**config.mk**
```make
export PLATFORM = sky130hd
export DESIGN_NAME = gpio_pin_owner_controller
export DESIGN_NICKNAME = d
export VERILOG_FILES = /design/src/rtl/core/gpo_pkg.sv /design/src/rtl/core/gpo_owner_table.sv /design/src/rtl/core/gpo_pin_regs.sv /design/src/rtl/core/gpio_pin_owner_controller.sv
export SDC_FILE = /design/constraint.sdc
export NUM_CORES = 1
export LEC_CHECK = 0
export ABC_AREA = 1
export BUFFER_PORTS_ARGS = -buffer_cell sky130_fd_sc_hd__buf_2
export CAP_MARGIN = 40
export CORE_ASPECT_RATIO = 0.6
export CORE_MARGIN = 1
export CORE_UTILIZATION = 35
export CTS_CLUSTER_DIAMETER = 60
export DETAILED_ROUTE_END_ITERATION = 12
export SYNTH_ARGS = -nofsm -noshare
export SYNTH_HDL_FRONTEND = slang
export SYNTH_SLANG_ARGS = --single-unit
```
**constraint.sdc**
```tcl
create_clock -name clk -period 10.8 [get_ports clk]
set_input_delay 1.62 -clock clk [delete_from_list [all_inputs] [get_ports clk]]
set_output_delay 1.62 -clock clk [all_outputs]
set_load 0.1 [all_outputs]
```
**src/rtl/core/gpo_pkg.sv**
```systemverilog
// Shared types and constants for the GPIO pin owner controller.
`timescale 1ns / 1ps
`default_nettype none

package gpo_pkg;

    localparam int MAX_OWNERS = 8;
    localparam int NUM_PORTS  = 4;

    localparam int SLOT_COUNT = (MAX_OWNERS > 8) ? 8 : MAX_OWNERS;
    localparam int PORT_COUNT = (NUM_PORTS > 4) ? 4 : ((NUM_PORTS < 1) ? 1 : NUM_PORTS);

    localparam int PIN_W     = 32;
    localparam int PORT_W    = 8;
    localparam int SLOT_W    = 3;
    localparam int NOTIFY_W  = 8;
    localparam int PORTS_MAX = 4;

    localparam logic [PIN_W-1:0] PRESENT_PINS =
        PIN_W'((64'd1 << (PORT_W * PORT_COUNT)) - 64'd1);

    typedef enum logic [3:0] {
        FN_CLAIM      = 4'd0,
        FN_RELEASE    = 4'd1,
        FN_INPUT      = 4'd2,
        FN_OUTPUT     = 4'd3,
        FN_HIGH       = 4'd4,
        FN_LOW        = 4'd5,
        FN_TOGGLE     = 4'd6,
        FN_WRITE      = 4'd7,
        FN_READ_IN    = 4'd8,
        FN_READ_DRIVE = 4'd9,
        FN_TRISTATE   = 4'd10,
        FN_SAMPLE     = 4'd11,
        FN_OWNED      = 4'd12
    } func_t;

    typedef enum logic [1:0] {
        ST_OK      = 2'd0,
        ST_TAKEN   = 2'd1,
        ST_NO_SLOT = 2'd2
    } status_t;

    // One accepted operation as seen by the state modules
    typedef struct packed {
        logic              accept;
        func_t             func;
        logic [SLOT_W-1:0] slot;
        logic [PIN_W-1:0]  mask;
    } pin_op_t;

endpackage

`default_nettype wire

```
**src/rtl/core/gpo_owner_table.sv**
```systemverilog
// Owner slot table: claim, release, owned-pin lookup and change notification.
`timescale 1ns / 1ps
`default_nettype none

module gpo_owner_table (
    input  wire logic                             clk,
    input  wire logic                             rst_n,
    input  wire gpo_pkg::pin_op_t                 op,
    input  wire logic [gpo_pkg::PIN_W-1:0]        changed,
    output logic      [gpo_pkg::PIN_W-1:0]        owned,
    output gpo_pkg::status_t                      claim_status,
    output logic      [gpo_pkg::SLOT_W-1:0]       granted_slot,
    output logic      [gpo_pkg::NOTIFY_W-1:0]     notify
);

    logic [gpo_pkg::PIN_W-1:0]      owner_pins_reg [gpo_pkg::SLOT_COUNT];
    logic [gpo_pkg::PIN_W-1:0]      owner_pins_next [gpo_pkg::SLOT_COUNT];
    logic [gpo_pkg::SLOT_COUNT-1:0] owner_valid_reg;
    logic [gpo_pkg::SLOT_COUNT-1:0] owner_valid_next;
    logic [gpo_pkg::PIN_W-1:0]      claimed_pins_reg;
    logic [gpo_pkg::PIN_W-1:0]      claimed_pins_next;
    logic                           free_found;
    logic [gpo_pkg::SLOT_W-1:0]     free_slot;

    // Owned pins of the addressed slot; absent or unclaimed slots own nothing
    always_comb
    begin
        owned = '0;
        for (int i = 0; i < gpo_pkg::SLOT_COUNT; i++)
        begin
            if (op.slot == gpo_pkg::SLOT_W'(i) && owner_valid_reg[i])
            begin
                owned = owner_pins_reg[i];
            end
        end
    end

    // Lowest free slot
    always_comb
    begin
        free_found = 1'b0;
        free_slot  = '0;
        for (int i = gpo_pkg::SLOT_COUNT - 1; i >= 0; i--)
        begin
            if (!owner_valid_reg[i])
            begin
                free_found = 1'b1;
                free_slot  = gpo_pkg::SLOT_W'(i);
            end
        end
    end

    always_comb
    begin
        notify = '0;
        for (int i = 0; i < gpo_pkg::SLOT_COUNT; i++)
        begin
            notify[i] = owner_valid_reg[i] && ((owner_pins_reg[i] & changed) != '0);
        end
    end

    always_comb
    begin
        owner_pins_next   = owner_pins_reg;
        owner_valid_next  = owner_valid_reg;
        claimed_pins_next = claimed_pins_reg;
        claim_status      = gpo_pkg::ST_OK;
        granted_slot      = '0;
        case (op.func)
            gpo_pkg::FN_CLAIM:
            begin
                if (op.mask == '0 || (op.mask & claimed_pins_reg) != '0)
                begin
                    claim_status = gpo_pkg::ST_TAKEN;
                end
                else if (!free_found)
                begin
                    claim_status = gpo_pkg::ST_NO_SLOT;
                end
                else
                begin
                    granted_slot      = free_slot;
                    claimed_pins_next = claimed_pins_reg | op.mask;
                    for (int i = 0; i < gpo_pkg::SLOT_COUNT; i++)
                    begin
                        if (free_slot == gpo_pkg::SLOT_W'(i))
                        begin
                            owner_valid_next[i] = 1'b1;
                            owner_pins_next[i]  = op.mask;
                        end
                    end
                end
            end
            gpo_pkg::FN_RELEASE:
            begin
                claimed_pins_next = claimed_pins_reg & ~owned;
                for (int i = 0; i < gpo_pkg::SLOT_COUNT; i++)
                begin
                    if (op.slot == gpo_pkg::SLOT_W'(i))
                    begin
                        owner_valid_next[i] = 1'b0;
                    end
                end
            end
            default:
            begin
            end
        endcase
    end

    always_ff @(posedge clk or negedge rst_n)
    begin
        if (!rst_n)
        begin
            owner_valid_reg  <= '0;
            claimed_pins_reg <= '0;
        end
        else if (op.accept)
        begin
            owner_valid_reg  <= owner_valid_next;
            claimed_pins_reg <= claimed_pins_next;
        end
    end

    // Pin masks are only read through the valid bits
    always_ff @(posedge clk)
    begin
        if (op.accept)
        begin
            owner_pins_reg <= owner_pins_next;
        end
    end

endmodule

`default_nettype wire

```
**src/rtl/core/gpo_pin_regs.sv**
```systemverilog
// Direction, drive and last-known port levels with interrupt mask derivation.
`timescale 1ns / 1ps
`default_nettype none

module gpo_pin_regs (
    input  wire logic                              clk,
    input  wire logic                              rst_n,
    input  wire gpo_pkg::pin_op_t                  op,
    input  wire logic [gpo_pkg::PIN_W-1:0]         owned,
    input  wire logic [1:0]                        port_number,
    input  wire logic [gpo_pkg::PORT_W-1:0]        port_value,
    output logic      [gpo_pkg::PIN_W-1:0]         changed,
    output logic      [gpo_pkg::PIN_W-1:0]         direction_next,
    output logic      [gpo_pkg::PIN_W-1:0]         drive_next,
    output logic      [gpo_pkg::PIN_W-1:0]         drive_now,
    output logic      [gpo_pkg::PIN_W-1:0]         int_mask_next,
    output logic      [gpo_pkg::PORTS_MAX-1:0]     port_en_next
);

    logic [gpo_pkg::PIN_W-1:0]  direction_reg;
    logic [gpo_pkg::PIN_W-1:0]  drive_reg;
    logic [gpo_pkg::PORT_W-1:0] last_levels_reg [gpo_pkg::PORT_COUNT];
    logic [gpo_pkg::PIN_W-1:0]  clean;
    logic [gpo_pkg::PIN_W-1:0]  owned_present;
    logic                       sample;

    assign owned_present = owned & gpo_pkg::PRESENT_PINS;
    assign clean         = op.mask & owned_present;
    assign sample        = (op.func == gpo_pkg::FN_SAMPLE);
    assign drive_now     = drive_reg;

    always_comb
    begin
        changed = '0;
        for (int p = 0; p < gpo_pkg::PORT_COUNT; p++)
        begin
            if (sample && port_number == 2'(p))
            begin
                changed[p*gpo_pkg::PORT_W +: gpo_pkg::PORT_W] = port_value ^ last_levels_reg[p];
            end
        end
    end

    always_comb
    begin
        direction_next = direction_reg;
        drive_next     = drive_reg;
        case (op.func)
            gpo_pkg::FN_INPUT:    direction_next = direction_reg & ~clean;
            gpo_pkg::FN_OUTPUT:   direction_next = direction_reg | clean;
            gpo_pkg::FN_HIGH:     drive_next     = drive_reg | clean;
            gpo_pkg::FN_LOW:      drive_next     = drive_reg & ~clean;
            gpo_pkg::FN_TOGGLE:   drive_next     = drive_reg ^ clean;
            gpo_pkg::FN_WRITE:    drive_next     = (drive_reg & ~owned_present) | clean;
            gpo_pkg::FN_TRISTATE:
            begin
                drive_next     = drive_reg & ~owned;
                direction_next = direction_reg & ~owned;
            end
            default:
            begin
            end
        endcase
    end

    // Watch every input pin; enable a port while any of its pins is an input
    always_comb
    begin
        int_mask_next = ~direction_next & gpo_pkg::PRESENT_PINS;
        for (int p = 0; p < gpo_pkg::PORTS_MAX; p++)
        begin
            port_en_next[p] = |int_mask_next[p*gpo_pkg::PORT_W +: gpo_pkg::PORT_W];
        end
    end

    always_ff @(posedge clk or negedge rst_n)
    begin
        if (!rst_n)
        begin
            direction_reg <= '0;
            drive_reg     <= '0;
            for (int p = 0; p < gpo_pkg::PORT_COUNT; p++)
            begin
                last_levels_reg[p] <= '0;
            end
        end
        else if (op.accept)
        begin
            direction_reg <= direction_next;
            drive_reg     <= drive_next;
            for (int p = 0; p < gpo_pkg::PORT_COUNT; p++)
            begin
                if (sample && port_number == 2'(p))
                begin
                    last_levels_reg[p] <= port_value;
                end
            end
        end
    end

endmodule

`default_nettype wire

```
**src/rtl/core/gpio_pin_owner_controller.sv**
```systemverilog
// Top level of the GPIO pin owner controller.
//
// Usage:
//   One item on the input channel (in_valid / in_ready) carries an operation
//   code, an owner slot, a pin mask, a port sample and the pin levels. Each
//   item yields exactly one result item on the output channel (out_valid /
//   out_ready): claim status, granted slot, read data, notify mask and the
//   pin direction, drive and interrupt mask views after the operation.
//   The result is registered at the edge that accepts the item. Throughput
//   is one item per cycle while the receiver does not stall; the owner
//   table lookup and the masked register update all settle between the
//   input ports and the result register.
//   If the receiver stalls, the result register holds its item and in_ready
//   drops until it is taken; in_ready is high again in the cycle the result
//   is consumed, so a new item enters as the old one leaves.
//   Reset clears all ownership, sets every pin to input with drive low,
//   clears the last-known port levels and empties the result register.
`timescale 1ns / 1ps
`default_nettype none

module gpio_pin_owner_controller (
    input  wire logic        clk,
    input  wire logic        rst_n,
    input  wire logic        in_valid,
    output logic             in_ready,
    input  wire logic [3:0]  func,
    input  wire logic [2:0]  slot,
    input  wire logic [31:0] pin_mask,
    input  wire logic [1:0]  port_number,
    input  wire logic [7:0]  port_value,
    input  wire logic [31:0] pin_levels,
    output logic             out_valid,
    input  wire logic        out_ready,
    output logic [1:0]       status,
    output logic [2:0]       granted_slot,
    output logic [31:0]      read_data,
    output logic [7:0]       notify_mask,
    output logic [31:0]      direction_bits,
    output logic [31:0]      drive_bits,
    output logic [31:0]      change_int_mask,
    output logic [3:0]       port_int_enable
);

    gpo_pkg::pin_op_t op;
    logic [31:0]      owned;
    logic [31:0]      changed;
    gpo_pkg::status_t claim_status;
    logic [2:0]       claim_slot;
    logic [7:0]       notify;
    logic [31:0]      direction_next;
    logic [31:0]      drive_next;
    logic [31:0]      drive_now;
    logic [31:0]      int_mask_next;
    logic [3:0]       port_en_next;
    logic [31:0]      read_next;

    logic        out_valid_reg;
    logic [1:0]  status_reg;
    logic [2:0]  granted_reg;
    logic [31:0] read_reg;
    logic [7:0]  notify_reg;
    logic [31:0] direction_out_reg;
    logic [31:0] drive_out_reg;
    logic [31:0] int_mask_reg;
    logic [3:0]  port_en_reg;

    assign in_ready  = !out_valid_reg || out_ready;
    assign op.accept = in_valid && in_ready;
    assign op.func   = gpo_pkg::func_t'(func);
    assign op.slot   = slot;
    assign op.mask   = pin_mask;

    gpo_owner_table u_owner_table (
        .clk          (clk),
        .rst_n        (rst_n),
        .op           (op),
        .changed      (changed),
        .owned        (owned),
        .claim_status (claim_status),
        .granted_slot (claim_slot),
        .notify       (notify)
    );

    gpo_pin_regs u_pin_regs (
        .clk            (clk),
        .rst_n          (rst_n),
        .op             (op),
        .owned          (owned),
        .port_number    (port_number),
        .port_value     (port_value),
        .changed        (changed),
        .direction_next (direction_next),
        .drive_next     (drive_next),
        .drive_now      (drive_now),
        .int_mask_next  (int_mask_next),
        .port_en_next   (port_en_next)
    );

    always_comb
    begin
        case (op.func)
            gpo_pkg::FN_READ_IN:    read_next = pin_levels & owned;
            gpo_pkg::FN_READ_DRIVE: read_next = drive_now & owned;
            gpo_pkg::FN_OWNED:      read_next = owned;
            default:                read_next = '0;
        endcase
    end

    always_ff @(posedge clk or negedge rst_n)
    begin
        if (!rst_n)
        begin
            out_valid_reg <= 1'b0;
        end
        else if (in_ready)
        begin
            out_valid_reg <= in_valid;
        end
    end

    // Load the result alongside the state update
    always_ff @(posedge clk)
    begin
        if (op.accept)
        begin
            status_reg        <= claim_status;
            granted_reg       <= claim_slot;
            read_reg          <= read_next;
            notify_reg        <= notify;
            direction_out_reg <= direction_next;
            drive_out_reg     <= drive_next;
            int_mask_reg      <= int_mask_next;
            port_en_reg       <= port_en_next;
        end
    end

    assign out_valid       = out_valid_reg;
    assign status          = status_reg;
    assign granted_slot    = granted_reg;
    assign read_data       = read_reg;
    assign notify_mask     = notify_reg;
    assign direction_bits  = direction_out_reg;
    assign drive_bits      = drive_out_reg;
    assign change_int_mask = int_mask_reg;
    assign port_int_enable = port_en_reg;

endmodule

`default_nettype wire

```
==> run_results.csv <==
group,metric,value,unit
placement,numPortBuffers,231,
critical_path,worstSetupStartpointType,"primary input",
cts,cts_root_buffer,"clkbuf_16",
synth,seq_area_frac_synth,56.9,%
timing,slew_violations,0,
global_route,grt_max_degree,76,
cts,clock_path_buffers,3,
die,dieArea,0.0788,mm2
cts,clock-sinks,538,
cts,cts_made_buffers,52,
placement,dpl.hpwl,66.1,mm
synth,yosys_warnings,0,
layout,nets,3353,
timing,fin_crit,4780,ps
global_route,overflow,0,
synth,syn_avg_cell_area,8.96,um2
synth,synth_top_area_share,44.3,%
synth,ys_ff_latch,538,
flow_run,drv_cap,0,
pwr,leakage,13.1,nW
synth,synthArstFlopShare,25.5,%
route,detail-route-antenna-nets,0,
timing,finalCritPeriodShare,44.2,%
placement,gp_congestion,0.931,
critical_path,reg2reg_setup_slack,7430,ps
route,via_per_inst,5.24,
cts,post_cts_buffers,0,
cts,cts_resized,0,
layout,final_cell_count_no_fill,4319,
cts,path_clk_slew,70,ps
route,drt-total-wl,92.5,mm
layout,mostFrequentLayoutCell,"nand2_1",
route,drc,0,
synth,synthCells,3034,
die,rows,78,
critical_path,rr_startpoint,"u_owner_table.claimed_pins_reg[27]",
timing,maxSlewHeadroom,38.4,%
synth,synth-edff-count,401,
worst_hold_path,hold_depth,2,
synth,synth_flop_cell,"edfxtp_1",
placement,dp_cells,4222,
global_route,grt_pass1_vias,21231,
synth,yosys.area.top_type,"edfxtp_1",
timing,hold_viol_final,0,
pwr,p_per_area,181,mW/mm2
critical_path,r2r_end,"u_owner_table.owner_pins_reg[91]",
timing,max_freq,0.209,GHz
global_route,grt_usage,23.4,%
route,dr.pass1.iters,5,
synth,syn_nets,3151,
global_route,antenna_found_initial,2,
timing,tightest_slew,921,ps
global_route,grt_pass1_wl,139,mm
die,chipWidth,362,um
cts,cts_tree,"built",
die,pin_count,232,
die,placeableCoreArea,0.0762,mm2
outcome,status,"finished, final reports clean",
critical_path,rr_worst_depth,11,
cts,h-tree-depth,2,
critical_path,cp_max_fo,70,
die,start_util,35.7,%
route,avgRoutedWirePerCell,21.4,um
pwr,finalPower,5.67,mW
route,first_iter_violations,3073,
worst_hold_path,min_from,"u_pin_regs.last_levels_reg[9]",
cts,ctsHoldBuffers,0,
die,fp.dieH,218,um
synth,yosysUniqueCellTypes,48,
route,dr_total_vias,22646,
timing,skew,28.3,ps
critical_path,critPathKind,"in -> reg",
synth,ys_top_cells_by_area,"edfxtp_1 (44%), dfrtp_1 (13%), nand2_1 (12%)",
layout,area_delta_synth_final,15.4,%
timing,setup_viol,0,
layout,largest_register_ffs,256,
worst_hold_path,hold_class,"reg -> reg",
critical_path,critPathCaptureType,"flip-flop",
layout,drive_gt1_share,15.4,%
critical_path,cp.required,11270,ps
critical_path,arrival,5240,ps
layout,mostFrequentLayoutCells,"nand2_1 (873), edfxtp_1 (401), inv_1 (348), buf_2 (230), nand3_1 (184)",
cts,clk_latency,630,ps
timing,setup_tns,0,ps
layout,n_fill_cell,7565,
synth,syn_area,0.0272,mm2
pwr,peakVddDrop,0.101,mV
timing,rsz0062_at_grt,"no",
worst_hold_path,min_to,"u_pin_regs.last_levels_reg[9]",
how the worst max path moves through the flow:
stage | from | endpoint | slack, ps
after floorplan | out_ready | u_owner_table.owner_pins_reg[64] | 4910
after global placement | slot[2] | port_int_enable[3] | 5610
after detailed placement | slot[2] | drive_bits[7] | 5560
after CTS | slot[2] | drive_bits[7] | 6210
after global routing | slot[2] | u_pin_regs.drive_now[11] | 5740
final | slot[2] | drive_bits[7] | 6020
synth_stat cells, types with 3 or more instances:
| library cell | n |
|---|---|
| a21oi_1 | 92 |
| a21oi_2 | 31 |
| a221oi_1 | 11 |
| a22o_1 | 10 |
| a31oi_1 | 24 |
| buf_1 | 18 |
| buf_2 | 30 |
| buf_4 | 4 |
| buf_6 | 5 |
| clkbuf_1 | 67 |
| dfrtp_1 | 137 |
| edfxtp_1 | 401 |
| ha_1 | 32 |
| inv_1 | 349 |
| inv_2 | 47 |
| nand2_1 | 874 |
| nand2_2 | 14 |
| nand3_1 | 185 |
| nand4_1 | 122 |
| nor2_1 | 190 |
| nor2_2 | 3 |
| nor2_4 | 3 |
| nor3_1 | 11 |
| nor4_1 | 6 |
| o2111ai_1 | 5 |
| o211ai_1 | 21 |
| o21ai_0 | 145 |
| o21ai_1 | 25 |
| o21bai_1 | 23 |
| o22ai_1 | 47 |
| or2_0 | 12 |
| or2_1 | 6 |
| or2_2 | 31 |
| xor2_1 | 32 |
logic make-up after synthesis:
logic type / count (synthesis) / synth area share (%)
AO/OA/AOI/OAI: 444 / 9.84
XOR/XNOR: 32 / 1.03
adder cells (fa/ha/maj): 32 / 1.47
buffers and inverters: 524 / 7.57
flip-flops: 538 / 56.9
AND/OR/NAND/NOR: 1464 / 23.2
metrics by stage:
step           cell area (um2)  hold slack, ps  worst slack, ps  utilization [%]
2_1_floorplan            27200             472             4910                -
3_3_place_gp             29400             487             5610             38.6
3_5_place_dp             29600             492             5560             38.9
4_1_cts                  31400             508             6210             41.2
5_1_grt                  31400             529             5740             41.2
6_report                 31400             507             6020             41.2
worst max-delay path, stage by stage:
cell	delay [ps]
buf_2	150
inv_2	50
buf_4	630
nand3_4	620
inv_2	660
nand2_1	100
nand2_1	110
nand3_1	90
nand2_1	70
nand2_1	100
nand2_1	180
inv_2	50
nand2_1	70
ha_1	230
o211ai_1	190
a31oi_1	90
a21boi_1	150
per-layer routing:
metal,global-route usage (%),vias to the layer above,wire [um]
li1,-,10582,-
met1,35.3,10838,42000
met2,34.5,1123,39200
met3,4.84,103,9740
met4,4.55,0,1500
met5,0,-,0
area by class of cell:
| class | count | area [um2] | area share, % |
|---|---|---|---|
| Antenna cell | 1 | 2.50 | 0.00797 |
| Clock buffer | 71 | 1430 | 4.54 |
| Tap cell | 1040 | 1300 | 4.15 |
| Sequential cell | 538 | 15500 | 49.3 |
| Multi-Input combinational cell | 1972 | 9740 | 31.1 |
| Timing Repair Buffer | 273 | 1620 | 5.17 |
| Inverter | 399 | 1510 | 4.80 |
| Clock inverter | 25 | 312 | 0.993 |
report_power, final:
| group | internal (mW) | switching, mW |
|---|---|---|
| Sequential | 2.41 | 0.0997 |
| Clock | 1.09 | 0.838 |
| Combinational | 0.255 | 0.967 |
Power figures use the tool's default switching activity.
